===== config.mk =====
export PLATFORM = sky130hd
export DESIGN_NAME = mfld_queue
export DESIGN_NICKNAME = d
export VERILOG_FILES = /design/src/rtl/core/mfld_pkg.sv /design/src/rtl/core/mfld_queue.sv
export SDC_FILE = /design/constraint.sdc
export NUM_CORES = 1
export LEC_CHECK = 0
export BUFFER_PORTS_ARGS = -buffer_cell sky130_fd_sc_hd__buf_2
export CORE_ASPECT_RATIO = 1.4
export CORE_MARGIN = 2
export CORE_UTILIZATION = 54
export CTS_BUF_LIST = sky130_fd_sc_hd__clkbuf_4
export CTS_CLUSTER_SIZE = 24
export DETAILED_ROUTE_END_ITERATION = 10
export PLACE_DENSITY_LB_ADDON = 0.05
export SKIP_CTS_REPAIR_TIMING = 1
export SLEW_MARGIN = 20
export SYNTH_ARGS = -nofsm -noshare
export SYNTH_HDL_FRONTEND = slang
export SYNTH_SLANG_ARGS = --single-unit
export TNS_END_PERCENT = 10

===== constraint.sdc =====
create_clock -name clk -period 5.7 [get_ports clk]
set_input_delay 0 -clock clk [delete_from_list [all_inputs] [get_ports clk]]
set_output_delay 0 -clock clk [all_outputs]
set_load 0.02 [all_outputs]

===== src/rtl/core/mfld_pkg.sv =====
// ----------------------------------------------------------------------------
// mfld_pkg: shared types and constants of the line drawer
// command codes, job classes and the job record passed from front to back
// ----------------------------------------------------------------------------
package mfld_pkg;

  // defaults for the top-level parameters
  localparam int DEF_PANEL_WIDTH  = 128;
  localparam int DEF_PANEL_HEIGHT = 64;
  localparam int DEF_QUEUE_DEPTH  = 2;

  // field widths fixed by the interface
  localparam int CMD_W    = 3;
  localparam int COORD_W  = 8;
  localparam int RADDR_W  = 10;
  localparam int BYTE_W   = 8;
  // error term spans -(dx+dy) .. dx+dy with dx, dy below 2**COORD_W
  localparam int ERR_W    = COORD_W + 2;
  localparam int KIND_W   = 3;

  // command codes
  localparam logic [CMD_W-1:0] CMD_PIXEL  = 3'd0;
  localparam logic [CMD_W-1:0] CMD_LINE   = 3'd1;
  localparam logic [CMD_W-1:0] CMD_FILL   = 3'd2;
  localparam logic [CMD_W-1:0] CMD_INVERT = 3'd3;
  localparam logic [CMD_W-1:0] CMD_READ   = 3'd4;

  // job classes as seen by the back end
  localparam logic [KIND_W-1:0] KIND_NOP    = 3'd0;
  localparam logic [KIND_W-1:0] KIND_DRAW   = 3'd1;
  localparam logic [KIND_W-1:0] KIND_FILL   = 3'd2;
  localparam logic [KIND_W-1:0] KIND_INVERT = 3'd3;
  localparam logic [KIND_W-1:0] KIND_READ   = 3'd4;

  localparam logic [BYTE_W-1:0] BYTE_ZERO = 8'h00;
  localparam logic [BYTE_W-1:0] BYTE_ONES = 8'hFF;

  typedef struct packed {
    logic [KIND_W-1:0]       kind;
    logic [COORD_W-1:0]      x0;
    logic [COORD_W-1:0]      y0;
    logic [COORD_W-1:0]      x1;
    logic [COORD_W-1:0]      y1;
    logic [COORD_W-1:0]      dx;
    logic [COORD_W-1:0]      dy;
    logic                    x_dec;
    logic                    y_dec;
    logic signed [ERR_W-1:0] err;
    logic                    color;
    logic [RADDR_W-1:0]      read_addr;
  } job_t;

endpackage


===== src/rtl/core/mfld_queue.sv =====
// ----------------------------------------------------------------------------
// mfld_queue: short job queue between front and back
// holds classified jobs so each side stalls on its own
// ----------------------------------------------------------------------------
module mfld_queue import mfld_pkg::*; #(
  parameter int DEPTH = DEF_QUEUE_DEPTH
) (
  input  logic clk,
  input  logic rst_n,
  input  logic push,
  input  job_t push_job,
  output logic full,
  input  logic pop,
  output job_t head,
  output logic empty
);

  localparam int PW = $clog2(DEPTH);
  localparam int CW = $clog2(DEPTH + 1);

  job_t          slot_r [DEPTH];
  logic [PW-1:0] wr_ptr_r, wr_ptr_nxt;
  logic [PW-1:0] rd_ptr_r, rd_ptr_nxt;
  logic [CW-1:0] count_r, count_nxt;

  assign full  = (count_r == CW'(DEPTH));
  assign empty = (count_r == '0);
  assign head  = slot_r[rd_ptr_r];

  always_comb begin
    wr_ptr_nxt = push ? wr_ptr_r + 1'b1 : wr_ptr_r;
    rd_ptr_nxt = pop  ? rd_ptr_r + 1'b1 : rd_ptr_r;
    count_nxt  = count_r;
    if (push && !pop) begin
      count_nxt = count_r + 1'b1;
    end else if (pop && !push) begin
      count_nxt = count_r - 1'b1;
    end
  end

  always_ff @(posedge clk) begin
    if (!rst_n) begin
      wr_ptr_r <= '0;
      rd_ptr_r <= '0;
      count_r  <= '0;
    end else begin
      wr_ptr_r <= wr_ptr_nxt;
      rd_ptr_r <= rd_ptr_nxt;
      count_r  <= count_nxt;
    end
  end

  always_ff @(posedge clk) begin
    if (push) begin
      slot_r[wr_ptr_r] <= push_job;
    end
  end

`ifndef NO_ASSERTIONS
  a_no_push_full: assert property (@(posedge clk) disable iff (!rst_n) push |-> !full)
    else $error("job pushed into a full queue");
  a_no_pop_empty: assert property (@(posedge clk) disable iff (!rst_n) pop |-> !empty)
    else $error("job popped from an empty queue");
`endif

endmodule


### Word level (Yosys, flattened, before mapping)

Memory sizes are Yosys's and may differ from the RTL's. A register that Yosys moved wholly into a read port is not among the register bits.
Index checks and enable logic that the tools add are counted.

| word-level totals | value |
|---|---|
| flip-flop bits (word level) | 4 |
| memory bits (writable) | 148 |
| bits of input ports | 78 |
| output and inout bits | 76 |
| logic and storage cells | 21 |
| memories kept | 1 |

| cells by class | value |
|---|---|
| add/sub/neg operators | 4 |
| eq/ne operators | 1 |
| multiplexer cells | 6 |
| reduce and logical (&&, ||, !) cells | 6 |

Memories:

| name | words | bits a word | rd ports | clocked after memory_dff | wr ports | line | RTL |
|---|---|---|---|---|---|---|---|
| slot_r | 2 | 74 | 1 | 1 | 1 | mfld_queue.sv:21 | `job_t slot_r [DEPTH];` |

Operator list:

| cell | number |
|---|---|
| two-way mux 1 bit | 4 |
| two-way mux 2 bit | 2 |
| adder 1 bit, second input constant | 2 |
| adder 2 x 1 -> 2 bit, second input constant | 1 |
| == test 2 bit, second input constant | 1 |
| logical AND 1 bit | 2 |
| zero test 1 bit | 2 |
| zero test 2 bit | 1 |
| nonzero test 2 bit | 1 |
| subtractor 2 x 1 -> 2 bit, second input constant | 1 |

### Depth between registers and ports, before layout

| logic depth | value |
|---|---|
| depth in word-level cells | 4 |
| mapped depth | 5 |
| mapped depth without buffers | 5 |

### Worst setup path before layout

No wires, ideal clock.

| timing path | value |
|---|---|
| kind | register -> register |
| start | register wr_ptr_r |
| end | memory slot_r[0][0] (netlist bit), enable pin |
| setup time | 516 ps |
| data arrival time | 3609 ps |
| data required time | 5184 ps |
| setup slack | 1574 ps |
| stages on the path, launching flop included | 2 |
| buffers on the path | 0 |
| clock period less this slack | 4126 ps |
| path through | dfxtp_1 -> nor2b_1 |

RTL lines:

| what | line | RTL |
|---|---|---|
| from (decl) | mfld_queue.sv:22 | `logic [PW-1:0] wr_ptr_r, wr_ptr_nxt;` |
| from (signal assigned) | mfld_queue.sv:47 | `wr_ptr_r <= wr_ptr_nxt;` |
| to (decl) | mfld_queue.sv:21 |  |

Straight into the memory's write port.

==> key figures <==
Status
  • Outcome: complete, no violations

STA
  • Pins Over Slew Limit: 0
  • Max Freq: 463 MHz
  • Final period utilization: 37.9%
  • Setup TNS: 0 ns
  • # setup viols final: 0
  • Rel. slew slack: 32.7%
  • Final WS setup: 3.54 ns
  • Unrepaired setup endpoints after global routing: no
  • Tmin final: 2.16 ns
  • Slew at the pin closest to its max-slew limit: 1.01 ns
  • Hold Vio Cnt, Final: 0
  • Clock skew: 0.0134 ns

Drt
  • Via/cell ratio: 4.92
  • Vias: 3175
  • Final ANT Viol Nets: 0
  • Routed WL: 10.2 mm
  • 1st-iter DRT viols: 215
  • Pre-antenna DRT Iters: 4
  • Routed WL per cell: 15.8 um
  • DRC Markers: 0

Yosys
  • Area leader, netlist: edfxtp_1
  • Synth top area share: 79.7%
  • Yosys reg bits: 153
  • Syn Area/Cell: 22.1 sq um
  • Post-synth EDFFs: 148
  • Share of flip-flops with an asynchronous set or reset: 0%
  • Primary FF master, synth: edfxtp_1
  • Seq/Total Area, Yosys: 81.5%
  • Mapped cell area: 5580 sq um
  • Yosys cell types: 18
  • Mapped Cells: 252
  • Yosys warning count: 0
  • Net count after synthesis: 331
  • Main area contributors after synthesis: edfxtp_1 80%, mux2_2 15%, dfxtp_1 1.8%

Floorplanning
  • Die area: 11200 sq um
  • Io pins: 154
  • Die Wd: 89.9 um
  • Initial core utilization: 55.7%
  • Die Y: 124 um
  • Core Footprint: 10000 sq um
  • Row Count: 43

Global routing
  • Vias in the first global route: 3091
  • Global Route Usage Sum: 17.3%
  • Overflow after GRT: 0
  • First-pass GRT wire length: 14.5 mm
  • Largest net degree at the start of global routing: 75
  • Initial antenna violation count: 1

Clock tree
  • Clock Path Buffers: 2
  • H-tree depth: 4
  • Clk sinks: 153
  • CTS tree: built
  • Root Buffer: clkbuf_4
  • TritonCTS buffer count: 17
  • Clk_lat worst skew: 0.51 ns
  • Reg clk slew, reported paths: 0.13 ns

Critical path
  • WP data arrival: 2.16 ns
  • Worst r2r dst: slot_r[0][33]$_DFFE_PP_
  • CP Capture Type: output port
  • CP Class: flip-flop to output port
  • FF-to-FF setup slack: 3.78 ns
  • CP startpoint kind: flip-flop
  • WP data required: 5.70 ns
  • R2r worst-path depth: 2
  • CP max FO: 74
  • R2r startpoint: wr_ptr_r$_SDFFE_PN0P_

Power and ir drop
  • Max VDD drop: 259 uV
  • Pwr dens: 313 nW/um^2
  • LEAKAGE: 0.00288 uW

Min path
  • Hold Path End: slot_r[0][4]$_DFFE_PP_
  • HP Class: input port to flip-flop
  • Min-delay src: push_job[4]
  • Hold path cells: 2

Placed design
  • RePlAce Congestion: 0.714
  • DP Worst Slack: 3.78 ns
  • Final HPWL DP: 5.73 mm
  • Port Buf Inserts: 153

Flow run
  • Max-cap violations: 0

Layout
  • NumNets Final: 575
  • Area growth syn-to-layout: 35.9%
  • Layout cells sized above 1: 51.9%
-- power by group --
group / leakage [uW] / internal [uW] / switching (uW) / total (uW)
registers: 0.00143 / 1300 / 33.8 / 1330
logic: 0.00128 / 154 / 160 / 314
clock network: 0.000166 / 368 / 355 / 724
total: 0.00288 / 1820 / 549 / 2370
-- cells by family after synthesis --
kind of cell / share of synthesized area, %
muxes: 14.9
AOI/OAI and AO/OA: 0.359
DFF: 81.5
and+or+nand+nor: 1.01
buffers and inverters: 1.50
xor gates and xnor gates: 0.471
adders and majority gates: 0.224
-- state kept, by name (all words and copies together) (netlist names), named ones only --
signal    cells
slot_r      148
count_r       2
rd_ptr_r      1
wr_ptr_r      1
-- how the worst max path moves through the flow --
stage                                startpoint  depth (start not counted)                      end
after floorplan           wr_ptr_r$_SDFFE_PN0P_                          1   slot_r[0][0]$_DFFE_PP_
after global placement    wr_ptr_r$_SDFFE_PN0P_                          2  slot_r[0][39]$_DFFE_PP_
after detailed placement  wr_ptr_r$_SDFFE_PN0P_                          2  slot_r[0][35]$_DFFE_PP_
after CTS                             flip-flop                          2                 head[19]
after global routing                  flip-flop                          2                 head[53]
final                                 flip-flop                          2                 head[35]
-- final cells by class --
cell class	count	area [sq um]
antenna	1	2.50
timing repair buffer	233	1560
multi-input combinational	90	958
tap	135	169
inverter	1	3.75
clock buffer	21	158
clock inverter	11	173
sequential	153	4550
fill	664	2430
-- per-stage QoR --
| step | power (uW) | instance area (sq um) | hold slack, ns | utilization, % | cells |
|---|---|---|---|---|---|
| final | 2370 | 7580 | 0.198 | 75.7 | 645 |
| after global routing | 2450 | 7580 | 0.138 | 75.7 | 645 |
| after CTS | 2340 | 6780 | -0.390 | 67.8 | 565 |
| after detailed placement | 1630 | 6450 | 0.191 | 64.5 | 533 |
| after global placement | 1620 | 6450 | 0.188 | 64.5 | 533 |
| after floorplan | 1530 | 5580 | 0.0989 | - | 252 |
-- routing by layer --
metal	wire length (um)	vias up	GRT usage, %
met2	5600	123	30.9
met4	122	0	7.96
met3	646	11	6.60
met1	3810	1552	18.0
li1	-	1489	-
met5	0	-	0
-- synthesized netlist by cell type (2+ instances only) --
| library cell | number |
|---|---|
| buf_6 | 6 |
| edfxtp_1 | 148 |
| and2_1 | 4 |
| xor2_1 | 2 |
| dfxtp_1 | 5 |
| nor2b_1 | 2 |
| mux2_2 | 74 |
-- critical path, cell delays in order, from the launching register on --
cell and delay [ns]:
dfxtp_4 1.00, mux2_2 0.43, buf_2 0.16
-- cells in the final DEF (no fill, tap or decap), types with 2 or more instances in the layout --
master,count
and2_1,3
buf_2,153
bufinv_16,4
clkbuf_4,21
clkinv_4,2
clkinvlp_4,4
dfxtp_1,4
dlygate4sd3_1,79
edfxtp_1,148
mux2_2,74
xor2_1,2
(Power assumes the default switching activity.)
