**src/rtl/core/mfld_pkg.sv**
```systemverilog
// ----------------------------------------------------------------------------
// mfld_pkg: shared types and constants of the line drawer
// command codes, job classes and the job record passed from front to back
// ----------------------------------------------------------------------------
package mfld_pkg;

  // defaults for the top-level parameters
  localparam int DEF_PANEL_WIDTH  = 128;
  localparam int DEF_PANEL_HEIGHT = 64;
  localparam int DEF_QUEUE_DEPTH  = 2;

  // field widths fixed by the interface
  localparam int CMD_W    = 3;
  localparam int COORD_W  = 8;
  localparam int RADDR_W  = 10;
  localparam int BYTE_W   = 8;
  // error term spans -(dx+dy) .. dx+dy with dx, dy below 2**COORD_W
  localparam int ERR_W    = COORD_W + 2;
  localparam int KIND_W   = 3;

  // command codes
  localparam logic [CMD_W-1:0] CMD_PIXEL  = 3'd0;
  localparam logic [CMD_W-1:0] CMD_LINE   = 3'd1;
  localparam logic [CMD_W-1:0] CMD_FILL   = 3'd2;
  localparam logic [CMD_W-1:0] CMD_INVERT = 3'd3;
  localparam logic [CMD_W-1:0] CMD_READ   = 3'd4;

  // job classes as seen by the back end
  localparam logic [KIND_W-1:0] KIND_NOP    = 3'd0;
  localparam logic [KIND_W-1:0] KIND_DRAW   = 3'd1;
  localparam logic [KIND_W-1:0] KIND_FILL   = 3'd2;
  localparam logic [KIND_W-1:0] KIND_INVERT = 3'd3;
  localparam logic [KIND_W-1:0] KIND_READ   = 3'd4;

  localparam logic [BYTE_W-1:0] BYTE_ZERO = 8'h00;
  localparam logic [BYTE_W-1:0] BYTE_ONES = 8'hFF;

  typedef struct packed {
    logic [KIND_W-1:0]       kind;
    logic [COORD_W-1:0]      x0;
    logic [COORD_W-1:0]      y0;
    logic [COORD_W-1:0]      x1;
    logic [COORD_W-1:0]      y1;
    logic [COORD_W-1:0]      dx;
    logic [COORD_W-1:0]      dy;
    logic                    x_dec;
    logic                    y_dec;
    logic signed [ERR_W-1:0] err;
    logic                    color;
    logic [RADDR_W-1:0]      read_addr;
  } job_t;

endpackage

```
**src/rtl/core/mfld_front.sv**
```systemverilog
// ----------------------------------------------------------------------------
// mfld_front: command intake and classification
// clamps line endpoints, checks pixel and read bounds, prepares the line
// deltas, step directions and initial error term
// ----------------------------------------------------------------------------
module mfld_front import mfld_pkg::*; #(
  parameter int PANEL_WIDTH  = DEF_PANEL_WIDTH,
  parameter int PANEL_HEIGHT = DEF_PANEL_HEIGHT
) (
  input  logic               in_valid,
  output logic               in_stall,
  input  logic [CMD_W-1:0]   in_cmd,
  input  logic [COORD_W-1:0] in_x_first,
  input  logic [COORD_W-1:0] in_y_first,
  input  logic [COORD_W-1:0] in_x_last,
  input  logic [COORD_W-1:0] in_y_last,
  input  logic               in_color,
  input  logic [RADDR_W-1:0] in_read_addr,
  input  logic               init_done,
  input  logic               q_full,
  output logic               q_push,
  output job_t               q_job
);

  localparam int PAGE_COUNT  = (PANEL_HEIGHT + 7) / 8;
  localparam int STORE_BYTES = PANEL_WIDTH * PAGE_COUNT;
  localparam logic [COORD_W:0] W_LIM = (COORD_W+1)'(PANEL_WIDTH);
  localparam logic [COORD_W:0] H_LIM = (COORD_W+1)'(PANEL_HEIGHT);
  localparam logic [COORD_W-1:0] X_MAX = COORD_W'(PANEL_WIDTH - 1);
  localparam logic [COORD_W-1:0] Y_MAX = COORD_W'(PANEL_HEIGHT - 1);

  logic [COORD_W-1:0]      xa, ya, xb, yb;
  logic [COORD_W-1:0]      dx, dy;
  logic                    x_fwd, y_fwd;
  logic signed [ERR_W-1:0] half_dx, half_dy, err_init;
  logic                    pix_on_panel;
  logic                    read_in_store;

  assign in_stall = q_full || !init_done;
  assign q_push   = in_valid && !in_stall;

  // endpoint clamp
  assign xa = ({1'b0, in_x_first} >= W_LIM) ? X_MAX : in_x_first;
  assign ya = ({1'b0, in_y_first} >= H_LIM) ? Y_MAX : in_y_first;
  assign xb = ({1'b0, in_x_last}  >= W_LIM) ? X_MAX : in_x_last;
  assign yb = ({1'b0, in_y_last}  >= H_LIM) ? Y_MAX : in_y_last;

  assign x_fwd = (xa < xb);
  assign y_fwd = (ya < yb);
  assign dx    = x_fwd ? xb - xa : xa - xb;
  assign dy    = y_fwd ? yb - ya : ya - yb;

  // initial error, halved toward zero
  assign half_dx  = $signed({3'b000, dx[COORD_W-1:1]});
  assign half_dy  = $signed({3'b000, dy[COORD_W-1:1]});
  assign err_init = (dx > dy) ? half_dx : -half_dy;

  assign pix_on_panel  = ({1'b0, in_x_first} < W_LIM) && ({1'b0, in_y_first} < H_LIM);
  assign read_in_store = (32'(in_read_addr) < STORE_BYTES);

  always_comb begin
    q_job           = '0;
    q_job.color     = in_color;
    q_job.read_addr = in_read_addr;
    unique case (in_cmd)
      CMD_PIXEL: begin
        // a single pixel is a line whose endpoints coincide
        q_job.kind = pix_on_panel ? KIND_DRAW : KIND_NOP;
        q_job.x0   = in_x_first;
        q_job.y0   = in_y_first;
        q_job.x1   = in_x_first;
        q_job.y1   = in_y_first;
      end
      CMD_LINE: begin
        q_job.kind  = KIND_DRAW;
        q_job.x0    = xa;
        q_job.y0    = ya;
        q_job.x1    = xb;
        q_job.y1    = yb;
        q_job.dx    = dx;
        q_job.dy    = dy;
        q_job.x_dec = !x_fwd;
        q_job.y_dec = !y_fwd;
        q_job.err   = err_init;
      end
      CMD_FILL:   q_job.kind = KIND_FILL;
      CMD_INVERT: q_job.kind = KIND_INVERT;
      CMD_READ:   q_job.kind = read_in_store ? KIND_READ : KIND_NOP;
      default:    q_job.kind = KIND_NOP;
    endcase
  end

endmodule

```
**config.mk**
```make
export PLATFORM = sky130hd
export DESIGN_NAME = mfld_front
export DESIGN_NICKNAME = d
export VERILOG_FILES = /design/src/rtl/core/mfld_pkg.sv /design/src/rtl/core/mfld_front.sv
export SDC_FILE = /design/constraint.sdc
export NUM_CORES = 1
export LEC_CHECK = 0
export BUFFER_PORTS_ARGS = -buffer_cell sky130_fd_sc_hd__buf_2
export CORE_MARGIN = 3
export CORE_UTILIZATION = 53
export DETAILED_ROUTE_END_ITERATION = 10
export PLACE_DENSITY = 0.92
export REMOVE_ABC_BUFFERS = 1
export SYNTH_ARGS = -nofsm -noshare
export SYNTH_HDL_FRONTEND = slang
export SYNTH_SLANG_ARGS = --single-unit
```
**constraint.sdc**
```tcl
create_clock -name vclk -period 17.3
set_input_delay 3.46 -clock vclk [all_inputs]
set_output_delay 3.46 -clock vclk [all_outputs]
set_load 0.005 [all_outputs]
```
### Word level (Yosys, flattened, before mapping)

Index checks and enable logic that the tools add are counted.

* input port bits: 49
* output and inout bits: 76
* flip-flop bits (word level): 0
* logic and storage cells: 37

* multiplexer cells: 11
* add/sub/neg operators: 5
* eq/ne operators: 4
* reduce and logical (&&, ||, !) cells: 8
* magnitude comparators: 9

Operators by type and width (number)
* $pmux W32 S2: 1
* $mux W8: 6
* $sub A8 B8 Y8: 4
* $mux W28: 1
* $ge A8 B7 Y1 const B: 2
* $ge A8 B8 Y1 const B: 2
* $lt A8 B8 Y1: 2
* $pmux W3 S5: 1
* $mux W10: 1
* $neg A7 Y10: 1
* $gt A8 B8 Y1: 1
* $lt A8 B7 Y1 const B: 1
* $lt A8 B8 Y1 const B: 1
* $eq A3 B2 Y1 const B: 2
* $logic_not A1 Y1: 4
* $eq A3 B1 Y1 const B: 1
* $eq A3 B3 Y1 const B: 1
* $logic_not A3 Y1: 1
* $logic_and A1 B1 Y1: 2
* $logic_or A1 B1 Y1: 1
* $mux W1: 1

### Longest topological paths before layout

* depth in word-level cells: 7
* depth in mapped cells: 19
* depth with buffers taken out: 18

### Worst setup path before layout

Ideal clock, no wire load.

* kind: input-to-output
* start: input in_x_first[7]
* end: output q_job[18] in the netlist's numbering
* slack: 6.705 ns
* data arrival time: 7.135 ns
* stages on the path: 19
* data required time: 13.840 ns
* buffers on the path: 3
* path through: clkbuf_1 or2_2 ha_1 buf_2 a21oi_1 o21ai_1 a211oi_1 buf_4 mux2_2 o21ai_1 nand2_1 a21boi_1 xnor2_1 ha_1 and3_1 a221o_1 nand2_1 nand3_1 a41oi_1

RTL lines
* from (decl): RTL line mfld_front.sv:13 `input logic [COORD_W-1:0] in_x_first,`
* to (decl): RTL line mfld_front.sv:22 `output job_t q_job`

==> results by group <==
Finish
  – Final nets: 546
  – Layout area overhead: 18.2%
  – Share of cells above drive strength 1: 28.5%
  – Fin area: 2960 um2
  – Clock Buffer Count: 0
  – Final Non-Filler Cells: roughly 500
  – Register area: 0 um2
  – Antenna Cells: 0
  – Seq cells: 0

Worst setup path
  – Kind of start point of the critical path: input pin
  – Crit-path cells: buf_2 > or2_2 > ha_1 > a21oi_1 > o21ai_1 > a211oi_1 > buf_4 > mux2i_1 > mux2_1 > a31o_2 > nor2_1 > ha_1 > and3_1 > a221o_1 > nand2_1 > nand3_1 > a41oi_1 > buf_2
  – CP peak stage delay: roughly 0.66 ns
  – Critical path fanouts, max: 11
  – Worst EP required: roughly 14 ns
  – Arrival time worst endpoint: 8.15 ns
  – WS Path Type: input pin to primary output
  – Slowest-stage cell, CP: a211oi_1
  – Critical path endpoint category: primary output

Placement
  – Dpl cells: 504
  – Port Buf Inserts: 103
  – Placed cell area: 2960 um2
  – Gp weighted congestion: 0.942
  – Dpl hpwl: 5620 um

Die
  – I/O pins: 125
  – Initial Util: 56.0%
  – Die Footprint: 5590 um2
  – Core area: approximately 4500 um2
  – Row cnt: 24
  – Height of the chip: 74.8 um
  – Die W: 74.8 um

Yosys
  – Avg Inst Size Synth: 6.78 um2
  – Top cells by area, synth: ha_1 19%, nor2_1 13%, inv_1 4.9%
  – Post-synthesis sequential area ratio: 0%
  – Yosys warns: 0
  – Post-synth top area share: 19.5%
  – Synth cell count leaders: 86 x nor2_1, 39 x ha_1, 33 x inv_1
  – Most frequent cell after synthesis: nor2_1
  – Post-synthesis cell type count: 56
  – Biggest area consumer among synthesized cells: ha_1
  – Mapped Area: 2510 um2
  – Post-Syn Instances: 370

GRT
  – Grt ovf: 0
  – First-pass GRT wire length: about 11,000 um
  – Initial antenna violation count: 0
  – GRT Overall Usage: a little under a quarter
  – Pin count of the biggest net entering global routing: 43
  – Vias in the first global route: 2,402

STA
  – Final Cycle Share: 67.1%
  – Max-slew violations: 0
  – Final Critical Period: about 12 ns
  – # setup viols final: 0
  – Unrepaired setup endpoints after global routing: no
  – Final TNS setup: 0 ns
  – Max_slew headroom: 46.1%
  – Least-Margin Pin Slew: 0.803 ns
  – Max frequency: 86.2 MHz
  – Fin. Hold Viols: 0

Detailed routing
  – Via Count: about 2,800
  – Iter 0 DRT Violations: ~170
  – Routed len/inst: 13.4 um
  – Drt pass-1 iters: 4
  – DRT antenna net count: 0
  – Vias per cell: roughly 5.6
  – Detailed Route WL: a little under 7000 um
  – Residual DRC: 0

Power
  – Peak supply drop: ~0.031 mV
  – P per Cell Area: ~48 nW/um2
  – Total power: around 140 uW
  – P_leak: 1.65 nW

Clock network
  – CTS Hold Buffers Added: 0
  – PostCTS Resize Cnt: 0
  – Post-CTS Setup Repair Bufs: 0

Worst hold path
  – Worst hold path type: input pin to primary output

Flow run
  – Max_cap viols: 0

Status
  – Status: finished clean
cell type report:
| type | count | area, um2 |
|---|---|---|
| multi-input combinational | 315 | 2250 |
| tap | 52 | 65.1 |
| inverter | 33 | 124 |
| fill | 375 | 1510 |
| timing repair buffer | 104 | 523 |
power by group:
| group | internal, mW | switching, mW |
|---|---|---|
| Combinational | 0.0613 | 0.0809 |
| Clock | 0 | 0 |
| Sequential | 0 | 0 |
| Total | 0.0613 | 0.0809 |
cell usage in the layout, fill, tap and decap left out, types with 6 or more instances in the layout:
cell        n
mux2i_1    12
conb_1      8
and3_1      7
nor2_1     86
a21oi_1    14
or3_1       8
inv_1      33
xnor2_1     6
o21ai_0     9
xor2_1      6
nor2b_1     7
buf_2     103
a211oi_1   16
nand2_1    13
nor3b_1     8
ha_1       39
stage by stage:
step / worst slack [ns] / hold slack, ns / util, %
4_1_cts: 5.78 / 6.92 / 66.2
3_5_place_dp: 5.79 / 6.92 / 66.2
3_3_place_gp: 5.99 / 6.92 / 66.2
6_report: 5.69 / 6.92 / 66.2
5_1_grt: 5.27 / 6.92 / 66.2
2_1_floorplan: 6.20 / 6.92 / -
cells by family (layout without fill, tap and decap cells):
| kind of cell | Yosys count | in the layout | synth area share, % |
|---|---|---|---|
| muxes | 16 | 16 | 6.69 |
| xor gates and xnor gates | 16 | 16 | 7.24 |
| other | 2 | 8 | 0.300 |
| adders and majority gates | 43 | 43 | 22.7 |
| AOI/OAI and AO/OA | 77 | 77 | 22.7 |
| buffers and inverters | 61 | 137 | 11.1 |
| and+or+nand+nor | 155 | 155 | 29.4 |
worst max-delay path: cells and delay by family:
family | cells | cell delay [ns]
fa+ha+maj | 2 | 0.67
mux | 2 | 0.44
buf+inv | 3 | 0.58
simple gates | 5 | 1.17
compound gates | 6 | 1.80
per-layer routing:
metal	GRT usage, %	part of all wire [%]	vias up
met4	1.38	0.59	0
met2	39.0	46	96
met3	4.01	6.4	4
li1	-	-	1414
met1	32.3	47	1288
met5	0	0	-
final timing paths:
path / to / startpoint / cells past startpoint
max: q_job[18] / in_x_first[7] / 18
min: q_job[2] / in_read_addr[2] / 0
Power figures use the tool's default switching activity.
